==> src/design/wchd_ram.sv <==
// Generic single-port write, single-port registered read RAM.
module wchd_ram #(
    parameter int WIDTH = 8,
    parameter int DEPTH = 16
) (
    input  logic                     clk,
    input  logic                     we,
    input  logic [$clog2(DEPTH)-1:0] waddr,
    input  logic [WIDTH-1:0]         wdata,
    input  logic [$clog2(DEPTH)-1:0] raddr,
    output logic [WIDTH-1:0]         rdata
);
    logic [WIDTH-1:0] mem [DEPTH];

    always_ff @(posedge clk)
    begin
        if (we)
        begin
            mem[waddr] <= wdata;
        end
        rdata <= mem[raddr];
    end
endmodule

==> config.mk <==
export PLATFORM = sky130hd
export DESIGN_NAME = wchd_ram
export DESIGN_NICKNAME = d
export VERILOG_FILES = /design/src/design/wchd_ram.sv
export SDC_FILE = /design/constraint.sdc
export NUM_CORES = 1
export LEC_CHECK = 0
export BUFFER_PORTS_ARGS = -buffer_cell sky130_fd_sc_hd__buf_4
export CORE_UTILIZATION = 45
export DETAILED_ROUTE_END_ITERATION = 16
export PLACE_DENSITY = 0.62
export SYNTH_ARGS = -nofsm -noshare
export SYNTH_HDL_FRONTEND = slang
export SYNTH_SLANG_ARGS = --single-unit
==> constraint.sdc <==
create_clock -name clk -period 3.2 [get_ports clk]
set_input_delay 0.48 -clock clk [delete_from_list [all_inputs] [get_ports clk]]
set_output_delay 0.48 -clock clk [all_outputs]
set_load 0.01 [all_outputs]
==> results.cfg <==
[cells_and_area]
num_antenna_cells = 0
nets = 291
drive_gt1_frac = 0.297
fillers = 808
synthToLayoutAreaGrowth_pct = 19.1

[clock_network]
clkLatencyLatePin_ps = 410
clockBufferDepth = 2
cts_buffers = 17
cts_sinks = 136
post_cts_buffers = 0
postCtsHoldBufs = 0
root_buffer = clkbuf_16
ctsHtreeMaxLevel = 4
cts_tree = done
clkTransAtPathRegs_ps = 60
cts_resized = 0

[place]
place_congestion = 0.740
dp.final_hpwl_um = 6240
io_buffers = 25
pre_cts_ws_ps = 954

[timing]
post-route-period-util = 0.575
min_period_ps = 1840
setup_violations = 0
slew_headroom = 0.351
fin_worst_skew_ps = 4.39
setup_ws_ps = 1360
worstMarginPinSlew_ps = 970
hold_viol = 0
tns_ps = 0
rsz0062_at_grt = false
fmax_mhz = 543
report.final.slew_viol_count = 0

[route]
drt_iter0_drc = 192
ant_nets = 0
drc_errors = 0
drt_first_pass_iters = 4
wire_per_inst_um = 23.7
wl_um = 10100
vias = 2403
vias_per_cell = 5.64

[worst_setup_path]
worst_ep_arrival_time_ps = 1870
crit_required_ps = 3230
worst_setup_path_end_kind = register
path_max_fanout = 8
critical_path_class = input port to register
startpoint_type = input port

[global_route]
grt_overflow_total = 0
antenna_found_initial = 0
grt_pass1_vias = 2451
globalRouteTotalUtil = 0.192
grt_pass1_wl_um = 15200
grt_max_degree = 33

[status]
status = finished clean

[synthesis]
postSynthNetCount = 247
yosys_warnings = 0
synth-seq-area-share = 0.778
syn_area_um2 = 5150
syn-instance-count = 229
yosysUniqueCellTypes = 19
avgSynthCellArea_um2 = 22.5
ys_ff_latch = 136

[min_path]
hold_path.class = input port to register

[pwr]
ir_drop_mv = 0.308
p_per_area_nw_per_um2 = 692
power_mw = 4.24
leakage_nw = 2.07

[floorplanning]
fp.dieArea_um2 = 11900
core_area_um2 = 11000
initial_core_util = 0.469
die_height_um = 109
rows = 38
die_w_um = 109
io-pin-count = 26

[run]
maxCapViolCount = 0
==> synthesized netlist by cell type <==
cell type | number | area share
dfxtp_1 | 8 | 0.031
nor2_1 | 13 | 0.0095
edfxtp_1 | 128 | 0.75
buf_4 | 1 | 0.0015
nand2b_1 | 2 | 0.0024
nand3b_1 | 2 | 0.0029
buf_2 | 3 | 0.0029
nand2_1 | 9 | 0.0066
nor3_1 | 4 | 0.0039
mux4_1 | 14 | 0.071
a22oi_1 | 16 | 0.023
clkdlybuf4s25_2 | 3 | 0.0058
and2b_1 | 1 | 0.0015
buf_6 | 3 | 0.0066
or3b_2 | 1 | 0.0017
nor2b_1 | 1 | 0.0012
mux4_2 | 18 | 0.079
nand3_1 | 1 | 0.00097
and2_1 | 1 | 0.0012
==> worst max-delay path, stage by stage <==
cell,delay [ps]
buf_4,120
or3b_2,510
nor2_1,760
==> layout by cell type, fill, tap and decap left out, drive strengths merged <==
cell type	instances
clkinvlp	3
a22oi	16
nand3	1
dfxtp	8
nor2b	1
mux4	32
clkinv	5
or3b	1
nor3	4
nand2b	2
and2	1
nor2	13
bufinv	4
nand3b	2
buf	35
edfxtp	128
nand2	9
and2b	1
clkbuf	20
==> logic make-up after synthesis <==
family / count (synthesis) / share of synthesized area
AOI/OAI and AO/OA: 16 / 0.0233
buffers and inverters: 10 / 0.0168
DFF: 136 / 0.778
muxes: 32 / 0.150
and+or+nand+nor: 35 / 0.0318
==> area by class of cell <==
| type | instances | area, um^2 | area share |
|---|---|---|---|
| Sequential cell | 136 | 4000 | 0.653 |
| Clock inverter | 12 | 175 | 0.0286 |
| Multi-Input combinational cell | 83 | 1060 | 0.172 |
| Clock buffer | 20 | 457 | 0.0745 |
| Timing Repair Buffer | 35 | 263 | 0.0429 |
| Tap cell | 140 | 175 | 0.0286 |
==> power breakdown <==
| group | total [mW] | switching, mW | internal, mW |
|---|---|---|---|
| Clock | 2.05 | 0.706 | 1.34 |
| Sequential | 2.00 | 0.0117 | 1.99 |
| Combinational | 0.191 | 0.106 | 0.0852 |
| Total | 4.24 | 0.824 | 3.42 |
==> metal layers <==
| metal | global-route usage | wire (um) |
|---|---|---|
| met1 | 0.273 | 4500 |
| met2 | 0.283 | 4830 |
| met4 | 0.0830 | 194 |
| met5 | 0 | 0 |
| met3 | 0.0472 | 566 |
==> worst paths after layout <==
| check | startpoint | endpoint | slack (ps) | cells after the start |
|---|---|---|---|---|
| worst max-delay path | waddr[2] | mem[3][4] | 1360 | 3 |
| worst min-delay path | wdata[1] | mem[10][1] | 370 | 1 |
| worst max register to register | mem[0][5] | rdata[5] | 1800 | 3 |
| worst min register to register | mem[13][6] | rdata[6] | 670 | 3 |
==> sequential cells by signal, summed over array words and instances (netlist names) <==
name,cells
rdata,8
mem,128
==> stage by stage <==
step | util | cells | hold slack, ps | instance area [um^2]
after floorplan | - | 229 | 579 | 5150
after global placement | 0.501 | 394 | 656 | 5500
after detailed placement | 0.501 | 394 | 662 | 5500
after CTS | 0.558 | 426 | 364 | 6130
after global routing | 0.558 | 426 | 384 | 6130
final | 0.558 | 426 | 373 | 6130
(Power assumes the default switching activity.)
